## config.mk

```make
export PLATFORM = sky130hd
export DESIGN_NAME = sum_checked_frame_receiver_flat
export DESIGN_NICKNAME = d
export VERILOG_FILES = /design/src/rtl/core/scfr_pkg.sv /design/src/rtl/core/scfr_byte_if.sv /design/src/rtl/core/scfr_vel_if.sv /design/src/rtl/core/scfr_parser.sv /design/src/rtl/core/sum_checked_frame_receiver.sv /design/src/flat_wrapper.sv
export SDC_FILE = /design/constraint.sdc
export NUM_CORES = 1
export LEC_CHECK = 0
export ABC_AREA = 0
export BUFFER_PORTS_ARGS = -buffer_cell sky130_fd_sc_hd__buf_4
export CAP_MARGIN = 20
export CELL_PAD_IN_SITES_DETAIL_PLACEMENT = 2
export CELL_PAD_IN_SITES_GLOBAL_PLACEMENT = 2
export CORE_MARGIN = 2
export CORE_UTILIZATION = 27
export CTS_CLUSTER_SIZE = 12
export DETAILED_ROUTE_END_ITERATION = 7
export GPL_TIMING_DRIVEN = 0
export HOLD_SLACK_MARGIN = 0.03
export MAX_ROUTING_LAYER = met4
export PLACE_DENSITY_LB_ADDON = 0.1
export SETUP_SLACK_MARGIN = 0.05
export SLEW_MARGIN = 20
export SYNTH_ARGS = -nofsm -noshare
export SYNTH_HDL_FRONTEND = slang
export SYNTH_SLANG_ARGS = --single-unit
```

## constraint.sdc

```tcl
create_clock -name clk_i -period 2.5 [get_ports clk_i]
set_clock_uncertainty 0.05 [all_clocks]
set_input_delay 0.25 -clock clk_i [delete_from_list [all_inputs] [get_ports clk_i]]
set_output_delay 0.25 -clock clk_i [all_outputs]
set_load 0.02 [all_outputs]
```

## src/rtl/core/scfr_pkg.sv

```systemverilog
// ----------------------------------------------------------------------------
// scfr_pkg
// shared types and constants of the sum checked frame receiver
// ----------------------------------------------------------------------------
`default_nettype none

package scfr_pkg;

  localparam logic [7:0] HEADER_BYTE = 8'hA5;
  localparam logic [7:0] TAIL_BYTE   = 8'h5A;

  localparam int CAPTURE_DEPTH = 6;
  localparam int CapIdxW       = $clog2(CAPTURE_DEPTH);

  localparam logic [1:0] PH_HUNT    = 2'd0;
  localparam logic [1:0] PH_PAYLOAD = 2'd1;
  localparam logic [1:0] PH_CHECK   = 2'd2;
  localparam logic [1:0] PH_TAIL    = 2'd3;

  typedef struct packed {
    logic signed [15:0] vel_x;
    logic signed [15:0] vel_y;
    logic signed [15:0] vel_omega;
  } scfr_vel_t;

  typedef struct packed {
    logic      hit;
    scfr_vel_t vel;
  } scfr_frame_t;

endpackage

`default_nettype wire

```

## src/rtl/core/scfr_byte_if.sv

```systemverilog
// ----------------------------------------------------------------------------
// scfr_byte_if
// valid/ready channel carrying one received byte per word
// ----------------------------------------------------------------------------
`default_nettype none

interface scfr_byte_if;
  logic       valid;
  logic       ready;
  logic [7:0] rx_byte;

  modport source (output valid, output rx_byte, input ready);
  modport sink (input valid, input rx_byte, output ready);
endinterface

`default_nettype wire

```

## src/rtl/core/scfr_vel_if.sv

```systemverilog
// ----------------------------------------------------------------------------
// scfr_vel_if
// valid/ready channel carrying one decoded velocity word
// ----------------------------------------------------------------------------
`default_nettype none

interface scfr_vel_if;
  logic               valid;
  logic               ready;
  logic signed [15:0] vel_x;
  logic signed [15:0] vel_y;
  logic signed [15:0] vel_omega;

  modport source (output valid, output vel_x, output vel_y, output vel_omega, input ready);
  modport sink (input valid, input vel_x, input vel_y, input vel_omega, output ready);
endinterface

`default_nettype wire

```

## src/rtl/core/scfr_parser.sv

```systemverilog
// ----------------------------------------------------------------------------
// scfr_parser
// frame state machine: header hunt, payload sum and capture, checksum, tail
// ----------------------------------------------------------------------------
`default_nettype none

module scfr_parser import scfr_pkg::*; #(
  parameter int PAYLOAD_LEN = 6
) (
  input  logic        clk_i,
  input  logic        rst_ni,
  input  logic        step_i,
  input  logic [7:0]  byte_i,
  output scfr_frame_t frame_o
);

  localparam int CntW = $clog2(PAYLOAD_LEN + 1);

  logic [1:0]      phase_q, phase_d;
  logic [CntW-1:0] cnt_q, cnt_d;
  logic [7:0]      sum_q, sum_d;
  logic [7:0]      cap_q [CAPTURE_DEPTH];
  logic [CntW-1:0] cnt_inc;
  logic            cap_we;

  assign cnt_inc = cnt_q + 1'b1;
  assign cap_we  = step_i && (phase_q == PH_PAYLOAD) && (cnt_q < CntW'(CAPTURE_DEPTH));

  always_comb begin
    phase_d = phase_q;
    cnt_d   = cnt_q;
    sum_d   = sum_q;
    unique case (phase_q)
      PH_HUNT: begin
        if (byte_i == HEADER_BYTE) begin
          cnt_d   = '0;
          sum_d   = '0;
          phase_d = PH_PAYLOAD;
        end
      end
      PH_PAYLOAD: begin
        sum_d = sum_q + byte_i;
        cnt_d = cnt_inc;
        if (cnt_inc >= CntW'(PAYLOAD_LEN)) begin
          phase_d = PH_CHECK;
        end
      end
      PH_CHECK: begin
        phase_d = (byte_i == sum_q) ? PH_TAIL : PH_HUNT;
      end
      PH_TAIL: begin
        phase_d = PH_HUNT;
      end
    endcase
  end

  always_ff @(posedge clk_i or negedge rst_ni) begin
    if (!rst_ni) begin
      phase_q <= PH_HUNT;
      cnt_q   <= '0;
      sum_q   <= '0;
    end else if (step_i) begin
      phase_q <= phase_d;
      cnt_q   <= cnt_d;
      sum_q   <= sum_d;
    end
  end

  always_ff @(posedge clk_i) begin
    if (cap_we) begin
      cap_q[cnt_q[CapIdxW-1:0]] <= byte_i;
    end
  end

  assign frame_o.hit           = (phase_q == PH_TAIL) && (byte_i == TAIL_BYTE);
  assign frame_o.vel.vel_x     = {cap_q[1], cap_q[0]};
  assign frame_o.vel.vel_y     = {cap_q[3], cap_q[2]};
  assign frame_o.vel.vel_omega = {cap_q[5], cap_q[4]};

endmodule

`default_nettype wire

```

## src/rtl/core/sum_checked_frame_receiver.sv

```systemverilog
// ----------------------------------------------------------------------------
// sum_checked_frame_receiver
// a velocity word is registered as its tail word makes its single parser pass
// throughput: one byte word per cycle unless a tail word meets a busy output
// the input and result registers let a byte enter while a result waits
// reset clears the parser to header hunt and empties both registers
// ----------------------------------------------------------------------------
`default_nettype none

module sum_checked_frame_receiver import scfr_pkg::*; #(
  parameter int PAYLOAD_LEN = 6
) (
  input  logic              clk_i,
  input  logic              rst_ni,
  scfr_byte_if.sink         rx_i,
  scfr_vel_if.source        vel_o
);

  logic        byte_vld_q;
  logic [7:0]  byte_q;
  logic        out_vld_q;
  scfr_vel_t   vel_q;
  scfr_frame_t frame;
  logic        out_free;
  logic        advance;
  logic        step;
  logic        rx_fire;

  assign out_free   = !out_vld_q || vel_o.ready;
  assign advance    = !frame.hit || out_free;
  assign step       = byte_vld_q && advance;
  assign rx_i.ready = !byte_vld_q || advance;
  assign rx_fire    = rx_i.valid && rx_i.ready;

  scfr_parser #(
    .PAYLOAD_LEN (PAYLOAD_LEN)
  ) u_parser (
    .clk_i   (clk_i),
    .rst_ni  (rst_ni),
    .step_i  (step),
    .byte_i  (byte_q),
    .frame_o (frame)
  );

  always_ff @(posedge clk_i or negedge rst_ni) begin
    if (!rst_ni) begin
      byte_vld_q <= 1'b0;
      out_vld_q  <= 1'b0;
    end else begin
      if (rx_fire) begin
        byte_vld_q <= 1'b1;
      end else if (step) begin
        byte_vld_q <= 1'b0;
      end
      if (step && frame.hit) begin
        out_vld_q <= 1'b1;
      end else if (vel_o.ready) begin
        out_vld_q <= 1'b0;
      end
    end
  end

  always_ff @(posedge clk_i) begin
    if (rx_fire) begin
      byte_q <= rx_i.rx_byte;
    end
    if (step && frame.hit) begin
      vel_q <= frame.vel;
    end
  end

  assign vel_o.valid     = out_vld_q;
  assign vel_o.vel_x     = vel_q.vel_x;
  assign vel_o.vel_y     = vel_q.vel_y;
  assign vel_o.vel_omega = vel_q.vel_omega;

endmodule

`default_nettype wire

```

## src/flat_wrapper.sv

```systemverilog
// flat-port wrapper written by rule: the top's interface ports become plain ports
module sum_checked_frame_receiver_flat import scfr_pkg::*;
#(
  parameter int PAYLOAD_LEN = 6
)
  (clk_i, rst_ni, rx_i_valid, rx_i_rx_byte, rx_i_ready, vel_o_valid, vel_o_vel_x, vel_o_vel_y, vel_o_vel_omega, vel_o_ready);
  scfr_byte_if rx_i_i ();
  scfr_vel_if vel_o_i ();
  input  logic clk_i;
  input  logic rst_ni;
  input wire logic [$bits(rx_i_i.valid)-1:0] rx_i_valid;
  input wire logic [$bits(rx_i_i.rx_byte)-1:0] rx_i_rx_byte;
  output wire logic [$bits(rx_i_i.ready)-1:0] rx_i_ready;
  output wire logic [$bits(vel_o_i.valid)-1:0] vel_o_valid;
  output wire logic [$bits(vel_o_i.vel_x)-1:0] vel_o_vel_x;
  output wire logic [$bits(vel_o_i.vel_y)-1:0] vel_o_vel_y;
  output wire logic [$bits(vel_o_i.vel_omega)-1:0] vel_o_vel_omega;
  input wire logic [$bits(vel_o_i.ready)-1:0] vel_o_ready;
  assign rx_i_i.valid = rx_i_valid;
  assign rx_i_i.rx_byte = rx_i_rx_byte;
  assign rx_i_ready = rx_i_i.ready;
  assign vel_o_valid = vel_o_i.valid;
  assign vel_o_vel_x = vel_o_i.vel_x;
  assign vel_o_vel_y = vel_o_i.vel_y;
  assign vel_o_vel_omega = vel_o_i.vel_omega;
  assign vel_o_i.ready = vel_o_ready;
  sum_checked_frame_receiver #(.PAYLOAD_LEN(PAYLOAD_LEN)) u_core (.clk_i(clk_i), .rst_ni(rst_ni), .rx_i(rx_i_i), .vel_o(vel_o_i));
endmodule
```

; Yosys cells after proc, flatten, opt, wreduce, memory -nomap -nowiden
; Memories as Yosys holds them, arrays and structs flattened. A register that Yosys moved wholly into a read port is not among the register bits.
; Cells that the tools add are included.
[totals]
regBits = 23
mem_bits_rw = 48
inputBits = 12
out_inout_bits = 50
word_cells = 51
n_memories = 1
[classes]
add_sub_neg = 2
order_cmp = 2
eq_ne = 8
mux = 14
reduce_logical = 18
[memory_table]
columns = name, words, width, read_ports, rd_ports_with_merged_regs, wr, line
row1 = u_core.u_parser.cap_q, 6, 8, 6, 6, 1, scfr_parser.sv:22  ; logic [7:0] cap_q [CAPTURE_DEPTH];
[ops]
columns = cell, n
row1 = one-hot mux 8 bit (2 select lines), 1
row2 = adder 8 bit, 1
row3 = "equality test 8 x 7 -> 1 bit, second input constant", 1
row4 = equality test 8 bit, 1
row5 = "equality test 8 bit, second input constant", 1
row6 = 2-to-1 mux 8 bit, 1
row7 = one-hot mux 2 bit (4 select lines), 1
row8 = logical AND 1 bit, 6
row9 = 2-to-1 mux 1 bit, 6
row10 = 2-to-1 mux 2 bit, 3
row11 = one-hot mux 3 bit (2 select lines), 1
row12 = AND reduction 3 bit, 2
row13 = nonzero test 2 bit, 3
row14 = "equality test 2 bit, second input constant", 2
row15 = "adder 3 x 1 -> 3 bit, second input constant", 1
row16 = ">= comparator 3 bit, second input constant", 1
row17 = zero test 1 bit, 3
row18 = logical OR 1 bit, 3
row19 = "< comparator 3 bit, second input constant", 1
row20 = 2-to-1 mux 3 bit, 1
row21 = "equality test 2 x 1 -> 1 bit, second input constant", 1
row22 = zero test 2 bit, 1
row23 = "inequality test 2 x 1 -> 1 bit, second input constant", 1
row24 = "inequality test 2 bit, second input constant", 1

; Depth between registers and ports, before layout
[depth]
ltp_word = 9
ltp_mapped = 7
depth_no_buf = 7

; Hierarchy
; Synthesis repeated with hierarchy kept, for this count alone.
[unflattened]
hier_cells = 226
area_unflattened_um2 = 4255.3
[modules_own_cells]
columns = mod, n_inst, cells_each, area_each_um2, seq_area_each_um2
row1 = scfr_parser, 1, 160, 2456.1, 1766.7
row2 = sum_checked_frame_receiver, 1, 66, 1799.2, 1731.7

; Least setup slack after synthesis
; Ideal clock, no wire load.
[synth_timing]
path_kind = register to register
startpoint = register u_core.byte_q[7]
endpoint = register, netlist name vel_o_vel_omega[0]
setup_ns = 0.411
arrival_time_ns = 2.211
slack_ns = -0.172
path_stages_with_launch = 4
n_path_buf = 0
synth_period_minus_slack_ns = 2.672
cell_sequence = edfxtp_1 -> nand4bb_2 -> nor3_1 -> and3_1
[synth_via]
elab_chain_len = 6
[synth_rtl]
columns = item, line
row1 = "start, declared", sum_checked_frame_receiver.sv:20  ; logic [7:0] byte_q;
row2 = "start signal, assigned", sum_checked_frame_receiver.sv:65  ; byte_q <= rx_i.rx_byte;
row3 = equality test 8 x 7 -> 1 bit (*), scfr_parser.sv:75  ; assign frame_o.hit = (phase_q == PH_TAIL) && (byte_i == TAIL_BYTE);
row4 = logical AND 1 bit (*), scfr_parser.sv:75
row5 = zero test 1 bit, sum_checked_frame_receiver.sv:30  ; assign advance = !frame.hit || out_free;
row6 = logical OR 1 bit, sum_checked_frame_receiver.sv:30
row7 = logical AND 1 bit, sum_checked_frame_receiver.sv:31  ; assign step = byte_vld_q && advance;
row8 = logical AND 1 bit (*), sum_checked_frame_receiver.sv:67  ; if (step && frame.hit) begin
; Mark *: on every way between the ends. The rest lies on a longest branch, timed or not.
; A chain may end at the register's enable or synchronous reset.

; Worst setup path in the final report
[layout_timing]
startpoint = register u_core.byte_q[0]
endpoint = register u_core.u_parser.sum_q[6]
[layout_via]
elab_chain_len = 6
elab_cells_between_ends = 10
[layout_rtl]
columns = item, line
row1 = "parallel branches: the longest is 6 deep, another holds adder 8 bit", -
row2 = "end signal, assigned", scfr_parser.sv:65  ; sum_q <= sum_d;
row3 = "end, declared", scfr_parser.sv:21  ; logic [7:0] sum_q, sum_d;
; Parallel ways; which one is timed is not known.

==> metrics.yaml <==
synthesis:
  synthMuxAreaShare: 0.00262
  synthXorXnorAreaFrac: 0.0143
  syn-num-nets: 250
  synth_fa_ha_area_frac: 0.0308
  synth_seq_area_share: 0.814
  async_flop_share: 0.126
  yosys.area_share.simple: 0.0649
  synth.distinct_cells: 45
  synth-edff-count: 104
  synth_compound_gate_area_share: 0.0626
  synth_top_family_by_area: "simple AND/OR/NAND/NOR gates"
  synth_top_area_frac: 0.726
  syn_area_sq_um: 4300
  synth_largest_area_cell: "edfxtp_1"
  netlist_top_cells_area: "edfxtp_1 73%, dfrtp_1 8.7%, ha_1 2.6%"
  ys_ff_latch: 119
  syn-instance-count: 228
  yosysMostFrequentCell: "edfxtp_1"
  synth_flop_cell: "edfxtp_1"
  synth-warning-count: 0
  ys_top_cells_by_count: "104 x edfxtp_1, 15 x dfrtp_1, 15 x nand2_1, 9 x ha_1"
  synth_area_per_cell_sq_um: 18.9
pwr:
  ir_worst_vdd_v: 0.000489
  p_leak_nw: 2.16
  report.power.total_w: 0.00590
  p_per_area_nw_per_um2: 1010
place:
  place_hpwl_microns: 6210
  routabilityCongestion: 0.706
  port_buffers: 61
route:
  routedWlPerCell_microns: 17.5
  vias: 2381
  viasPerCell: 4.24
  finalWirelength_microns: 9800
  drt_iter0_drc: 120
  ant_nets: 0
  drt_first_pass_iters: 4
  route.detailed.drc: 0
critical_path:
  worstSetupPathType: "reg -> reg"
  crit_arrival_ns: 2.52
  critPathMaxFanout: 3
  endpoint_kind: "register"
  cp-start-kind: "register"
  critical_path_required_ns: 2.72
sta:
  fmax_mhz: 437
  rsz0062_at_grt: "no"
  whs_ns: 0.186
  tightestPinTransition_ns: 0.735
  finalHoldViolCount: 0
  setup_violations: 0
  tns_ns: 0
  min_period_ns: 2.29
  drv_slew: 0
  slew-limit-headroom: 0.508
  period_share: 0.916
layout:
  drive_gt1_frac: 0.359
  fin_nets: 355
  diodes: 0
  area_delta_synth_final_pct: 36.3
  multiInputGateArea_sq_um: 815
  fillCellCount: 1548
  area.sequential_sq_um: 3500
clock_network:
  root_buffer: "clkbuf_16"
  clock_latency_ns: 0.41
  clk_pin_slew_ns: 0.05
  cts_made_buffers: 17
  cts.sinks: 119
  cts_tree: "built"
  h-tree-depth: 4
  clockBufferDepth: 2
floorplan:
  rows: 46
  core_area_sq_um: 15700
  die-height_microns: 130
  dieArea_sq_um: 16900
  initial_core_util: 0.274
  num_io_pins: 62
  die_x_microns: 130
run:
  max-cap-violations: 0
global_route:
  grt_pass1_vias: 2516
  grt.total_usage: 0.130
  grt_max_degree: 49
  antenna_found_initial: 0
  grt_overflow_total: 0
  grt_pass1_wl_microns: 14900
min_path:
  hold_path.class: "in -> async"
outcome:
  status: "completed"
through the flow:
stage | worst slack [ns] | instances | util | cell area [sq um]
2_1_floorplan | 0.325 | 228 | - | 4300
3_3_place_gp | -0.482 | 505 | 0.320 | 5030
3_5_place_dp | -0.317 | 508 | 0.323 | 5080
4_1_cts | 0.0138 | 554 | 0.368 | 5780
5_1_grt | 0.0657 | 561 | 0.373 | 5860
6_report | 0.209 | 561 | 0.373 | 5860
final cells by class:
cell class / count / area share
tap: 216 / 0.0461
buffer: 4 / 0.00491
inverter: 5 / 0.00320
multi-input combinational: 100 / 0.139
timing repair buffer: 86 / 0.114
clock inverter: 13 / 0.0226
sequential: 119 / 0.597
clock buffer: 18 / 0.0733
cell usage in the layout, fill, tap and decap left out, drive strengths merged, types with 2 or more instances in the layout:
cell type	Yosys	routed
nor3	4	4
clkinvlp	0	2
o21ai	9	9
or2b	2	2
nor2	3	3
o41ai	2	2
clkinv	0	8
and2	2	2
dlygate4sd3	0	10
a21oi	5	5
a21o	2	2
nor4	6	6
nand2b	2	2
ha	9	9
and3	3	3
nand2	15	15
bufinv	0	2
xor2	6	6
dfrtp	15	15
buf	3	79
o31ai	5	5
o21bai	2	2
edfxtp	104	104
nand4b	2	2
nor2b	2	2
clkbuf	1	19
inv	5	6
a22o	2	2
a211oi	2	2
repair_timing:
action / 4_1_cts / 5_1_grt
setup buffers: 5 / 7
hold endpoints to repair: 24 / 0
resized for setup: 2 / 2
hold buffers: 10 / 0
gates cloned: 0 / 0
endpoints found under the setup margin: 58 / 54
critical path, cell delays in order, from the launching register on:
cell and delay, ns:
edfxtp_1 0.45, ha_1 0.27, fa_1 0.42, a21o_1 0.22, a311o_1 0.36, a21oi_2 0.15
xor2_1 0.16, o31ai_1 0.07
final timing paths:
path,from,end,slack [ns],cells after the start
worst max-delay path,u_core.byte_q[0],u_core.u_parser.sum_q[6],0.21,7
worst min-delay path,rst_ni,u_core.u_parser.sum_q[4],0.19,2
worst max register to register,u_core.byte_q[0],u_core.u_parser.sum_q[6],0.21,7
worst min register to register,u_core.u_parser.cap_q[0][1],vel_o_vel_x[1],0.37,0
max in group asynchronous,rst_ni,u_core.u_parser.cnt_q[0],2.02,2
min in group clk_i,vel_o_ready,u_core.vel_o.valid,0.19,3
sequential cells by signal, indices dropped and copies added (netlist names):
register and flops:
u_core.byte_q 8, u_core.byte_vld_q 1, u_core.u_parser.cap_q 48, u_core.u_parser.cnt_q 3, u_core.u_parser.phase_q 2, u_core.u_parser.sum_q 8
u_core.vel_o.valid 1, vel_o_vel_omega 16, vel_o_vel_x 16, vel_o_vel_y 16
where the power goes:
group          internal, W  switching (W)
registers          0.00237       0.000149
clock network      0.00145       0.000858
logic             0.000432       0.000635
total              0.00426        0.00164
cells by family (layout without fill, tap and decap cells):
| logic type | count (synthesis) | in the layout |
|---|---|---|
| xor+xnor | 7 | 7 |
| simple gates | 48 | 48 |
| flops | 119 | 119 |
| compound gates | 34 | 34 |
| fa+ha+maj | 10 | 10 |
| buf+inv | 9 | 126 |
| mux | 1 | 1 |
layer usage:
metal,GRT usage,up-vias,share of wire
met1,0.155,1218,0.44
met2,0.203,54,0.50
met4,0.0550,0,0.014
li1,-,1101,-
met3,0.0414,8,0.043
met5,-,-,0
(Power assumes the default switching activity.)
